==> src/rtl/bdpe_pkg.sv <==
// Package for the button debounce / press event unit.
// Holds field widths, configuration register indexes, event codes and reset values.
// No dependencies.
package bdpe_pkg;

   // Default widths of the internal counters
   localparam int INTEGRATOR_WIDTH_DEFAULT = 8;
   localparam int HOLD_COUNT_WIDTH_DEFAULT = 16;

   // Fixed field widths
   localparam int INTEG_MAX_WIDTH  = 8;
   localparam int LONG_TICKS_WIDTH = 16;
   localparam int CSR_INDEX_WIDTH  = 3;
   localparam int CSR_DATA_WIDTH   = 16;
   localparam int EVENT_WIDTH      = 2;

   // Configuration register indexes
   typedef enum logic [CSR_INDEX_WIDTH-1:0] {
      CSR_ACTIVE_HIGH        = 3'd0,
      CSR_DEBOUNCE_BYPASS    = 3'd1,
      CSR_INTEGRATOR_MAX     = 3'd2,
      CSR_LONG_PRESS_TICKS   = 3'd3,
      CSR_SHORT_ENABLE       = 3'd4,
      CSR_RELEASE_ENABLE     = 3'd5,
      CSR_LONG_ENABLE        = 3'd6,
      CSR_RELEASE_AFTER_LONG = 3'd7
   } csr_index_type;

   // Event codes
   typedef enum logic [EVENT_WIDTH-1:0] {
      EV_NONE    = 2'd0,
      EV_PRESS   = 2'd1,
      EV_RELEASE = 2'd2,
      EV_LONG    = 2'd3
   } event_type;

   // Configuration register set
   typedef struct packed {
      logic                        active_high;
      logic                        debounce_bypass;
      logic [INTEG_MAX_WIDTH-1:0]  integrator_max;
      logic [LONG_TICKS_WIDTH-1:0] long_press_ticks;
      logic                        short_enable;
      logic                        release_enable;
      logic                        long_enable;
      logic                        release_after_long;
   } cfg_type;

   localparam cfg_type CFG_RESET = '{
      active_high:        1'b1,
      debounce_bypass:    1'b0,
      integrator_max:     8'd8,
      long_press_ticks:   16'd1000,
      short_enable:       1'b1,
      release_enable:     1'b1,
      long_enable:        1'b1,
      release_after_long: 1'b0
   };

endpackage

==> src/rtl/bdpe_req_if.sv <==
// Input channel: one raw button level per word.
// Depends on nothing.
interface bdpe_req_if;
   logic valid;
   logic ready;
   logic raw_level;

   modport source (output valid, output raw_level, input ready);
   modport sink   (input valid, input raw_level, output ready);
endinterface

==> src/rtl/bdpe_rsp_if.sv <==
// Result channel: event code, debounced level and held flag per word.
// Depends on bdpe_pkg.
interface bdpe_rsp_if;
   logic                             valid;
   logic                             ready;
   logic [bdpe_pkg::EVENT_WIDTH-1:0] event_code;
   logic                             debounced_level;
   logic                             held;

   modport source (output valid, output event_code, output debounced_level,
                   output held, input ready);
   modport sink   (input valid, input event_code, input debounced_level,
                   input held, output ready);
endinterface

==> src/rtl/bdpe_csr_if.sv <==
// Configuration write channel: register index and write data.
// Depends on bdpe_pkg.
interface bdpe_csr_if;
   logic                                 valid;
   logic                                 ready;
   logic [bdpe_pkg::CSR_INDEX_WIDTH-1:0] index;
   logic [bdpe_pkg::CSR_DATA_WIDTH-1:0]  data;

   modport source (output valid, output index, output data, input ready);
   modport sink   (input valid, input index, input data, output ready);
endinterface

==> src/rtl/button_debounce_press_events_unit.sv <==
// Button debounce with press, release and long-press events.
// Depends on bdpe_pkg, bdpe_req_if, bdpe_rsp_if, bdpe_csr_if.
//
//   channel | dir | handshake   | payload
//   req_ch  | in  | valid/ready | raw_level
//   rsp_ch  | out | valid/ready | event_code, debounced_level, held
//   csr_ch  | in  | valid/ready | index, data (always ready)
//
// Each word is processed combinationally and registered; the result shows in the cycle after accept.
// One word per cycle is sustained while results are taken; the single output register sets the latency.
// A new word is taken while the result register is empty or being drained.
// Reset is synchronous: state clears and registers return to their defaults.
module button_debounce_press_events_unit #(
   parameter int INTEGRATOR_WIDTH = bdpe_pkg::INTEGRATOR_WIDTH_DEFAULT,
   parameter int HOLD_COUNT_WIDTH = bdpe_pkg::HOLD_COUNT_WIDTH_DEFAULT
) (
   input logic         clock,
   input logic         reset,
   bdpe_req_if.sink    req_ch,
   bdpe_rsp_if.source  rsp_ch,
   bdpe_csr_if.sink    csr_ch
);

   // Compare widths wide enough for counter and configured limit
   localparam int IW = INTEGRATOR_WIDTH;
   localparam int HW = HOLD_COUNT_WIDTH;
   localparam int ICW = (IW > bdpe_pkg::INTEG_MAX_WIDTH) ? IW : bdpe_pkg::INTEG_MAX_WIDTH;
   localparam int HCW = (HW > bdpe_pkg::LONG_TICKS_WIDTH) ? HW : bdpe_pkg::LONG_TICKS_WIDTH;

   bdpe_pkg::cfg_type cfg_ff, cfg_in;

   logic [IW-1:0] integ_ff, integ_in;
   logic          level_ff, level_in;
   logic          level_before_ff;
   logic          press_held_ff, press_held_in;
   logic          long_fired_ff, long_fired_in;
   logic [HW-1:0] hold_ff, hold_in;

   logic                 rsp_valid_ff, rsp_valid_in;
   bdpe_pkg::event_type  event_ff, event_in;

   logic           accept;
   logic           raw;
   logic [IW-1:0]  integ_step;
   logic [ICW-1:0] integ_ext, step_ext, max_ext;
   logic [HCW-1:0] hold_ext, ticks_ext;
   logic           now_p, before_p;
   logic [HW-1:0]  hold_mid;

   // Accept while the result register is free or draining
   assign req_ch.ready = !rsp_valid_ff || rsp_ch.ready;
   assign accept       = req_ch.valid && req_ch.ready;
   assign raw          = req_ch.raw_level;
   assign csr_ch.ready = 1'b1;

   // Decode configuration writes
   always_comb begin
      cfg_in = cfg_ff;
      if (csr_ch.valid) begin
         case (bdpe_pkg::csr_index_type'(csr_ch.index))
            bdpe_pkg::CSR_ACTIVE_HIGH:        cfg_in.active_high = csr_ch.data[0];
            bdpe_pkg::CSR_DEBOUNCE_BYPASS:    cfg_in.debounce_bypass = csr_ch.data[0];
            bdpe_pkg::CSR_INTEGRATOR_MAX:
               cfg_in.integrator_max = csr_ch.data[bdpe_pkg::INTEG_MAX_WIDTH-1:0];
            bdpe_pkg::CSR_LONG_PRESS_TICKS:
               cfg_in.long_press_ticks = csr_ch.data[bdpe_pkg::LONG_TICKS_WIDTH-1:0];
            bdpe_pkg::CSR_SHORT_ENABLE:       cfg_in.short_enable = csr_ch.data[0];
            bdpe_pkg::CSR_RELEASE_ENABLE:     cfg_in.release_enable = csr_ch.data[0];
            bdpe_pkg::CSR_LONG_ENABLE:        cfg_in.long_enable = csr_ch.data[0];
            bdpe_pkg::CSR_RELEASE_AFTER_LONG: cfg_in.release_after_long = csr_ch.data[0];
            default: cfg_in = cfg_ff;
         endcase
      end
   end

   // Integrator, level, event decision and hold counter
   always_comb begin
      max_ext   = ICW'(cfg_ff.integrator_max);
      integ_ext = ICW'(integ_ff);

      // Step toward the raw level
      if (!raw) begin
         integ_step = (integ_ff != '0) ? integ_ff - IW'(1) : integ_ff;
      end else if (integ_ext < max_ext) begin
         integ_step = integ_ff + IW'(1);
      end else begin
         integ_step = integ_ff;
      end
      step_ext = ICW'(integ_step);

      // Settle the level at either end; clamp above the maximum
      integ_in = integ_step;
      level_in = level_ff;
      if (integ_step == '0) begin
         level_in = 1'b0;
      end else if (step_ext >= max_ext) begin
         integ_in = max_ext[IW-1:0];
         level_in = 1'b1;
      end
      if (cfg_ff.debounce_bypass) begin
         level_in = raw;
      end

      now_p    = cfg_ff.active_high ? level_in : !level_in;
      before_p = cfg_ff.active_high ? level_before_ff : !level_before_ff;

      hold_ext  = HCW'(hold_ff);
      ticks_ext = HCW'(cfg_ff.long_press_ticks);

      // Pick one event: press edge, then release edge, then long press
      event_in      = bdpe_pkg::EV_NONE;
      press_held_in = press_held_ff;
      long_fired_in = long_fired_ff;
      hold_mid      = hold_ff;
      if (now_p && !before_p && !press_held_ff) begin
         press_held_in = 1'b1;
         if (cfg_ff.short_enable) begin
            event_in = bdpe_pkg::EV_PRESS;
         end
      end else if (!now_p && before_p && press_held_ff) begin
         if (cfg_ff.release_enable &&
             (!cfg_ff.long_enable || cfg_ff.release_after_long || !long_fired_ff)) begin
            event_in = bdpe_pkg::EV_RELEASE;
         end
         long_fired_in = 1'b0;
         hold_mid      = '0;
         press_held_in = 1'b0;
      end else if (cfg_ff.long_enable && press_held_ff && !long_fired_ff &&
                   hold_ext >= ticks_ext) begin
         event_in      = bdpe_pkg::EV_LONG;
         long_fired_in = 1'b1;
         hold_mid      = '0;
      end

      // Advance the hold counter, saturating at all ones
      hold_in = hold_mid;
      if (press_held_in && !long_fired_in && hold_mid != '1) begin
         hold_in = hold_mid + HW'(1);
      end

      // Result register: load on accept, drop when taken
      if (accept) begin
         rsp_valid_in = 1'b1;
      end else if (rsp_ch.ready) begin
         rsp_valid_in = 1'b0;
      end else begin
         rsp_valid_in = rsp_valid_ff;
      end
   end

   // Control state and configuration
   always_ff @(posedge clock) begin
      if (reset) begin
         cfg_ff          <= bdpe_pkg::CFG_RESET;
         integ_ff        <= '0;
         level_ff        <= 1'b0;
         level_before_ff <= 1'b0;
         press_held_ff   <= 1'b0;
         long_fired_ff   <= 1'b0;
         hold_ff         <= '0;
         rsp_valid_ff    <= 1'b0;
      end else begin
         cfg_ff       <= cfg_in;
         rsp_valid_ff <= rsp_valid_in;
         if (accept) begin
            integ_ff        <= integ_in;
            level_ff        <= level_in;
            level_before_ff <= level_in;
            press_held_ff   <= press_held_in;
            long_fired_ff   <= long_fired_in;
            hold_ff         <= hold_in;
         end
      end
   end

   // Result payload
   always_ff @(posedge clock) begin
      if (accept) begin
         event_ff <= event_in;
      end
   end

   assign rsp_ch.valid           = rsp_valid_ff;
   assign rsp_ch.event_code      = event_ff;
   assign rsp_ch.debounced_level = level_ff;
   assign rsp_ch.held            = press_held_ff;

   // A press word always shows the press as held
   assert property (@(posedge clock) disable iff (reset)
      rsp_valid_ff && event_ff == bdpe_pkg::EV_PRESS |-> press_held_ff)
      else $error("press event without held");

   // A release word always shows the press as gone
   assert property (@(posedge clock) disable iff (reset)
      rsp_valid_ff && event_ff == bdpe_pkg::EV_RELEASE |-> !press_held_ff)
      else $error("release event while held");

   // A long press only stands within a held press
   assert property (@(posedge clock) disable iff (reset)
      long_fired_ff |-> press_held_ff)
      else $error("long press flag outside a press");

   // A waiting result word holds until it is taken
   assert property (@(posedge clock) disable iff (reset)
      rsp_valid_ff && !rsp_ch.ready |=> rsp_valid_ff && $stable(event_ff) &&
         $stable(level_ff) && $stable(press_held_ff))
      else $error("result word changed while stalled");

endmodule

==> src/flat_wrapper.sv <==
// flat-port wrapper written by rule: the top's interface ports become plain ports
module button_debounce_press_events_unit_flat 
#(
   parameter int INTEGRATOR_WIDTH = bdpe_pkg::INTEGRATOR_WIDTH_DEFAULT,
   parameter int HOLD_COUNT_WIDTH = bdpe_pkg::HOLD_COUNT_WIDTH_DEFAULT
)
  (clock, reset, req_ch_valid, req_ch_raw_level, req_ch_ready, rsp_ch_valid, rsp_ch_event_code, rsp_ch_debounced_level, rsp_ch_held, rsp_ch_ready, csr_ch_valid, csr_ch_index, csr_ch_data, csr_ch_ready);
  bdpe_req_if req_ch_i ();
  bdpe_rsp_if rsp_ch_i ();
  bdpe_csr_if csr_ch_i ();
  input logic clock;
  input logic reset;
  input wire logic [$bits(req_ch_i.valid)-1:0] req_ch_valid;
  input wire logic [$bits(req_ch_i.raw_level)-1:0] req_ch_raw_level;
  output wire logic [$bits(req_ch_i.ready)-1:0] req_ch_ready;
  output wire logic [$bits(rsp_ch_i.valid)-1:0] rsp_ch_valid;
  output wire logic [$bits(rsp_ch_i.event_code)-1:0] rsp_ch_event_code;
  output wire logic [$bits(rsp_ch_i.debounced_level)-1:0] rsp_ch_debounced_level;
  output wire logic [$bits(rsp_ch_i.held)-1:0] rsp_ch_held;
  input wire logic [$bits(rsp_ch_i.ready)-1:0] rsp_ch_ready;
  input wire logic [$bits(csr_ch_i.valid)-1:0] csr_ch_valid;
  input wire logic [$bits(csr_ch_i.index)-1:0] csr_ch_index;
  input wire logic [$bits(csr_ch_i.data)-1:0] csr_ch_data;
  output wire logic [$bits(csr_ch_i.ready)-1:0] csr_ch_ready;
  assign req_ch_i.valid = req_ch_valid;
  assign req_ch_i.raw_level = req_ch_raw_level;
  assign req_ch_ready = req_ch_i.ready;
  assign rsp_ch_valid = rsp_ch_i.valid;
  assign rsp_ch_event_code = rsp_ch_i.event_code;
  assign rsp_ch_debounced_level = rsp_ch_i.debounced_level;
  assign rsp_ch_held = rsp_ch_i.held;
  assign rsp_ch_i.ready = rsp_ch_ready;
  assign csr_ch_i.valid = csr_ch_valid;
  assign csr_ch_i.index = csr_ch_index;
  assign csr_ch_i.data = csr_ch_data;
  assign csr_ch_ready = csr_ch_i.ready;
  button_debounce_press_events_unit #(.INTEGRATOR_WIDTH(INTEGRATOR_WIDTH), .HOLD_COUNT_WIDTH(HOLD_COUNT_WIDTH)) u_core (.clock(clock), .reset(reset), .req_ch(req_ch_i), .rsp_ch(rsp_ch_i), .csr_ch(csr_ch_i));
endmodule
==> config.mk <==
export PLATFORM = sky130hd
export DESIGN_NAME = button_debounce_press_events_unit_flat
export DESIGN_NICKNAME = d
export VERILOG_FILES = /design/src/rtl/bdpe_pkg.sv /design/src/rtl/bdpe_req_if.sv /design/src/rtl/bdpe_rsp_if.sv /design/src/rtl/bdpe_csr_if.sv /design/src/rtl/button_debounce_press_events_unit.sv /design/src/flat_wrapper.sv
export SDC_FILE = /design/constraint.sdc
export NUM_CORES = 1
export LEC_CHECK = 0
export BUFFER_PORTS_ARGS = -buffer_cell sky130_fd_sc_hd__buf_2
export CORE_MARGIN = 3
export CORE_UTILIZATION = 55
export CTS_CLUSTER_SIZE = 24
export DETAILED_ROUTE_END_ITERATION = 10
export PLACE_DENSITY = 0.81
export SKIP_CTS_REPAIR_TIMING = 1
export SYNTH_ARGS = -nofsm -noshare
export SYNTH_HDL_FRONTEND = slang
export SYNTH_SLANG_ARGS = --single-unit
==> constraint.sdc <==
create_clock -name clock -period 4.9 [get_ports clock]
set_input_delay 0.245 -clock clock [delete_from_list [all_inputs] [get_ports clock]]
set_output_delay 0.245 -clock clock [all_outputs]
set_load 0.01 [all_outputs]
# Word-level counts from Yosys, hierarchy flattened
# Index checks and enable logic that the tools add are counted.
[totals]
reg_bits = 60
word_cells = 90
[classes]
n_addsub = 3
n_lt_le_gt_ge = 3
eq_ne = 8
n_mux = 26
reduce_logical = 35
[op_table]
columns = ["operator", "n"]
rows = [
  ["$mux 16", 4],
  ["$mux 8", 5],
  ["$add 16x1->16 const B", 1],
  ["$ge 16x16->1", 1],
  ["$ne 16x16->1 const B", 1],
  ["$reduce_and 2->1", 8],
  ["$mux 1", 13],
  ["$eq 3x3->1 const B", 4],
  ["$logic_and 1x1->1", 11],
  ["$logic_not 1->1", 9],
  ["$add 8x1->8 const B", 1],
  ["$ge 8x8->1", 1],
  ["$logic_not 8->1", 1],
  ["$lt 8x8->1", 1],
  ["$mux 2", 4],
  ["$reduce_bool 8->1", 1],
  ["$sub 8x1->8 const B", 1],
  ["$eq 3x2->1 const B", 2],
  ["$eq 3x1->1 const B", 1],
  ["$logic_not 3->1", 1],
  ["$logic_or 1x1->1", 3],
  ["$reduce_bool 2->1", 1],
]

# Logic depth before layout (Yosys ltp)
[depth]
word_depth = 18
ltp_mapped = 24

# Least setup slack after synthesis
# No wires, ideal clock.
[synth_path]
path_type = "register to register"
startpoint = "register u_core.integ_ff[5], in the netlist u_core.integ_ext[5]"
endpoint = "register u_core.hold_ff[0], in the netlist u_core.hold_ext[0]"
t_arrival_ps = 4641
required_time_ps = 4785
slack_ps = 144
stages_incl_launch_ff = 24
path_buffers = 1
cell_sequence = "dfxtp_1 -> ha_1 -> a21oi_1 -> o211ai_1 -> a21oi_1 -> nor2_1 -> xnor2_1 -> ha_1 -> nand2b_1 -> a21o_1 -> a21o_1 -> a21oi_1 -> o21ai_0 -> a21oi_2 -> a211oi_2 -> nor3_1 -> and2_1 -> ha_1 -> and3_1 -> nor2b_1 -> nor2_1 -> clkbuf_1 -> and3_1 -> o21a_1"
[synth_between]
elab_chain_cells = 18
elab_cells_between_ends = 31
classes_between = "add/sub: 3; order compare: 2; eq/ne: 1; mux: 14; reduce/logical: 11"
[synth_lines]
columns = ["item", "line_no", "rtl"]
rows = [
  ["start, declared", "button_debounce_press_events_unit.sv:32", "logic [IW-1:0] integ_ff, integ_in;"],
  ["start signal, assigned", "button_debounce_press_events_unit.sv:166", "integ_ff <= integ_in;"],
  ["$sub 8x1->8, or another cell as far along", "button_debounce_press_events_unit.sv:83", "integ_step = (integ_ff != '0) ? integ_ff - IW'(1) : integ_ff;"],
  ["$mux 8, on equally long branches", "button_debounce_press_events_unit.sv:83, button_debounce_press_events_unit.sv:84", ""],
  ["$mux 8 (*)", "button_debounce_press_events_unit.sv:82", "if (!raw) begin"],
  ["$ge 8x8->1", "button_debounce_press_events_unit.sv:96", "end else if (step_ext >= max_ext) begin"],
  ["$mux 1", "button_debounce_press_events_unit.sv:96", ""],
  ["$mux 1 (*)", "button_debounce_press_events_unit.sv:94", "if (integ_step == '0) begin"],
  ["$mux 1 (*)", "button_debounce_press_events_unit.sv:100", "if (cfg_ff.debounce_bypass) begin"],
  ["$logic_not 1->1", "button_debounce_press_events_unit.sv:104", "now_p = cfg_ff.active_high ? level_in : !level_in;"],
  ["$mux 1 (*)", "button_debounce_press_events_unit.sv:104", ""],
  ["branches (longest 8 deep; another with $add 16x1->16)", "--", ""],
  ["$mux 16 (*)", "button_debounce_press_events_unit.sv:137", "if (press_held_in && !long_fired_in && hold_mid != '1) begin"],
  ["end signal, assigned", "button_debounce_press_events_unit.sv:171", "hold_ff <= hold_in;"],
  ["end, declared", "button_debounce_press_events_unit.sv:37", "logic [HW-1:0] hold_ff, hold_in;"],
]
# Every way passes the cells marked *.
# A chain may end at the register's enable or synchronous reset.

# Final worst setup path
[layout_path]
startpoint = "register u_core.integ_ff[7], in the netlist u_core.integ_ext[7]"
endpoint = "register u_core.hold_ff[15], in the netlist u_core.hold_ext[15]"
# The elaborated chain is that of the path after synthesis.

==> impl_metrics.env <==
export IMPL_outcome="completed"
export IMPL_finalSetupTns_ns=0
export IMPL_dpl_cell_area_sq_mm=0.00461
export IMPL_antenna_found_initial=0
export IMPL_clk_pin_slew_ns=0.08
export IMPL_p_int_mw=1.39
export IMPL_cts_root_buffer="clkbuf_8"
export IMPL_pin_count=32
export IMPL_worstHoldPathType="in -> reg"
export IMPL_skew_ns=0.0135
export IMPL_slew_headroom=0.371
export IMPL_multi_input_area_sq_mm=0.00299
export IMPL_start_util=0.582
export IMPL_synth_cells=577
export IMPL_synth_seq_cells=60
export IMPL_cap_violations=0
export IMPL_r2r_cells=22
export IMPL_vias=4448
export IMPL_h_tree_depth=3
export IMPL_ys_seq_area_frac=0.280
export IMPL_power_frac_comb=0.581
export IMPL_setup_viol=0
export IMPL_die_area_sq_mm=0.00903
export IMPL_r2r_start="u_core.integ_ext[7]$_SDFFE_PP0P_"
export IMPL_seq_area_sq_mm=0.00122
export IMPL_drt_met1_wl_mm=5.07
export IMPL_async_flop_share=0
export IMPL_grt_pass1_vias=4097
export IMPL_mostFrequentLayoutCells="nand2_1 (71), nor2_1 (56), dfxtp_1 (56)"
export IMPL_area_growth_pct=14.8
export IMPL_die_x_um=95.0
export IMPL_crit_path_end_kind="flip-flop"
export IMPL_numPortBuffers=30
export IMPL_final_common_cell="nand2_1"
export IMPL_start_kind="flip-flop"
export IMPL_fmax_ghz=0.205
export IMPL_tightest_slew_ns=0.943
export IMPL_synth_nets=638
export IMPL_hold_violations=0
export IMPL_switchingPower_mw=1.19
export IMPL_ys_flop_type="dfxtp_1"
export IMPL_setup_slack_ns=0.0240
export IMPL_fp_dieH_um=95.0
export IMPL_period_minus_slack_ns=4.88
export IMPL_finish_utilization=0.668
export IMPL_dr_max_layer_used="met4"
export IMPL_ff2ff_setup_slack_ns=0.02
export IMPL_cts_tree="done"
export IMPL_power_frac_clock=0.186
export IMPL_drtPass1Iterations=6
export IMPL_peakVddDrop_v=0.000266
export IMPL_avgViaCountPerCell=6.27
export IMPL_design_power_total_mw=2.58
export IMPL_clk_latency_ns=0.35
export IMPL_diodes=0
export IMPL_yosysUniqueCellTypes=70
export IMPL_gr_usage_all_layers=0.266
export IMPL_min_to="u_core.ticks_ext[14]$_SDFFE_PP0P_"
export IMPL_drtAntennaViolNets=0
export IMPL_path_class="reg -> reg"
export IMPL_finalCritPeriodShare=0.995
export IMPL_grt_start_max_net_pins=50
export IMPL_synth_enable_flop_cells=2
export IMPL_cp_max_fo=13
export IMPL_hold_depth=3
export IMPL_routed_wl_mm=12.1
export IMPL_drt_initial_drc_count=442
export IMPL_hold_start="csr_ch_data[14]"
export IMPL_drcViolationCount=0
export IMPL_met2_length_mm=5.76
export IMPL_p_per_area_mw_per_mm2=516
export IMPL_grt_pass1_wl_mm=19.2
export IMPL_netlist_area_sq_mm=0.00436
export IMPL_maxSlewViolCount=0
export IMPL_routed_wl_met3_mm=1.07
export IMPL_worstPathRequired_ns=5.15
export IMPL_gpl_final_weighted_congestion=0.963
export IMPL_cts_sinks=60
export IMPL_pre_cts_slack_ns=0.0115
export IMPL_hpwlAfterDp_mm=8.34
export IMPL_cts_buffers_inserted=9
export IMPL_p_leak_nw=2.08
export IMPL_row_count=31
export IMPL_fin_area_sq_mm=0.00500
export IMPL_n_fill_cell=625
export IMPL_post_synth_cell_area_avg_sq_um=7.55
export IMPL_overflow=0
export IMPL_reg2reg_to="u_core.hold_ext[15]$_SDFFE_PP0P_"
export IMPL_swShare=0.463
export IMPL_core_area_sq_mm=0.00749
export IMPL_p_seq_frac=0.233
export IMPL_post_drt_wl_per_cell_um=17.1
export IMPL_fin_nets=666
export IMPL_layout_drive_gt1_share=0.180
export IMPL_clockBufferDepth=2
export IMPL_crit_arrival_ns=5.12
export IMPL_ys_warn_count=0
-- metrics by stage --
step | cells | hold slack [ns]
after floorplan | 577 | 0.373
final | 709 | 0.121
after CTS | 706 | 0.118
after detailed placement | 690 | 0.450
after global placement | 690 | 0.443
after global routing | 709 | 0.140
-- power by group through the flow --
stage | combinational, mW | sequential (mW) | clock (mW)
after floorplan | 0.972 | 0.588 | 0
after global placement | 1.29 | 0.601 | 0
after detailed placement | 1.33 | 0.605 | 0
after CTS | 1.34 | 0.594 | 0.482
after global routing | 1.62 | 0.608 | 0.503
final | 1.50 | 0.601 | 0.479
-- cells by family after synthesis --
logic type | Yosys count | synth area share
adder cells (fa/ha/maj) | 36 | 0.103
XOR/XNOR | 10 | 0.0201
AO/OA/AOI/OAI | 160 | 0.251
other | 1 | 0.000861
multiplexers | 6 | 0.0149
buffers and inverters | 75 | 0.0709
AND/OR/NAND/NOR | 229 | 0.259
flip-flops | 60 | 0.280
-- critical path, cell delays in order (launching register included) --
cell,delay (ns)
dfxtp_1,0.46
ha_4,0.26
a21oi_4,0.19
o211ai_1,0.14
a21oi_2,0.17
nor2_1,0.07
xnor2_1,0.27
ha_1,0.28
nand2b_1,0.14
a21o_1,0.18
a21o_1,0.20
a21oi_2,0.15
o21ai_1,0.09
a21oi_2,0.24
a211oi_4,0.09
nor4_2,0.44
ha_1,0.27
and3_1,0.23
nor2b_2,0.25
nor2_1,0.07
buf_4,0.18
nand3_2,0.09
mux2_4,0.29
-- sequential cells by signal, indices dropped and copies added (netlist names), 2 cells and up --
| register | flops |
|---|---|
| u_core.ticks_ext | 16 |
| u_core.cfg_ff | 6 |
| u_core.rsp_ch.event_code | 2 |
| u_core.hold_ext | 16 |
| u_core.max_ext | 8 |
| u_core.integ_ext | 8 |
-- synthesized netlist by cell type, drive strengths merged (2+ instances only) --
| cell type | count | area share |
|---|---|---|
| xnor2 | 4 | 0.0080 |
| a21boi | 2 | 0.0043 |
| mux2i | 5 | 0.011 |
| inv | 40 | 0.034 |
| nor4 | 4 | 0.0092 |
| nand4 | 13 | 0.019 |
| clkbuf | 21 | 0.018 |
| nor2b | 6 | 0.0086 |
| a211o | 5 | 0.010 |
| nor2 | 57 | 0.049 |
| nand2 | 73 | 0.063 |
| a31oi | 8 | 0.013 |
| and3 | 15 | 0.022 |
| a2111oi | 4 | 0.0080 |
| a22oi | 2 | 0.0034 |
| xor2 | 6 | 0.012 |
| dfxtp | 58 | 0.27 |
| o21ai | 18 | 0.021 |
| a31o | 2 | 0.0040 |
| a211oi | 8 | 0.015 |
| o2111ai | 5 | 0.010 |
| or4 | 2 | 0.0043 |
| nand2b | 6 | 0.0086 |
| and4 | 4 | 0.0080 |
| o31ai | 3 | 0.0063 |
| or3 | 3 | 0.0066 |
| o211ai | 14 | 0.024 |
| a311oi | 6 | 0.013 |
| o21a | 4 | 0.0069 |
| a21oi | 55 | 0.064 |
| nand3b | 3 | 0.0052 |
| nand3 | 19 | 0.023 |
| a311o | 3 | 0.0069 |
| buf | 13 | 0.018 |
| edfxtp | 2 | 0.014 |
| nor3 | 15 | 0.018 |
| a21o | 10 | 0.017 |
| and2 | 6 | 0.0086 |
| o22ai | 2 | 0.0029 |
| ha | 36 | 0.10 |
-- final cells by class --
class                           count  area share
Clock inverter                      6      0.0140
Multi-Input combinational cell    442       0.597
Sequential cell                    60       0.245
Tap cell                           99      0.0248
Inverter                           41      0.0308
Clock buffer                       10      0.0275
Timing Repair Buffer               51      0.0615
-- layer usage --
| metal | up-vias | global-route usage |
|---|---|---|
| li1 | 2136 | - |
| met1 | 2067 | 0.344 |
| met2 | 221 | 0.445 |
| met3 | 24 | 0.0529 |
| met4 | 0 | 0.0889 |
| met5 | - | 0 |
-- worst max path at each step --
stage,start,slack (ns),depth (start not counted),end
2_1_floorplan,u_core.integ_ext[5]$_SDFFE_PP0P_,0.14,23,u_core.hold_ext[0]$_SDFFE_PP0P_
3_3_place_gp,u_core.integ_ext[7]$_SDFFE_PP0P_,0.15,20,u_core.hold_ext[14]$_SDFFE_PP0P_
3_5_place_dp,u_core.integ_ext[7]$_SDFFE_PP0P_,0.01,20,u_core.hold_ext[14]$_SDFFE_PP0P_
4_1_cts,u_core.integ_ext[7]$_SDFFE_PP0P_,-0.06,23,u_core.hold_ext[14]$_SDFFE_PP0P_
5_1_grt,u_core.max_ext[7]$_SDFFE_PP0P_,-0.16,22,u_core.hold_ext[14]$_SDFFE_PP0P_
6_report,u_core.integ_ext[7]$_SDFFE_PP0P_,0.02,22,u_core.hold_ext[15]$_SDFFE_PP0P_
(Power assumes the default switching activity.)
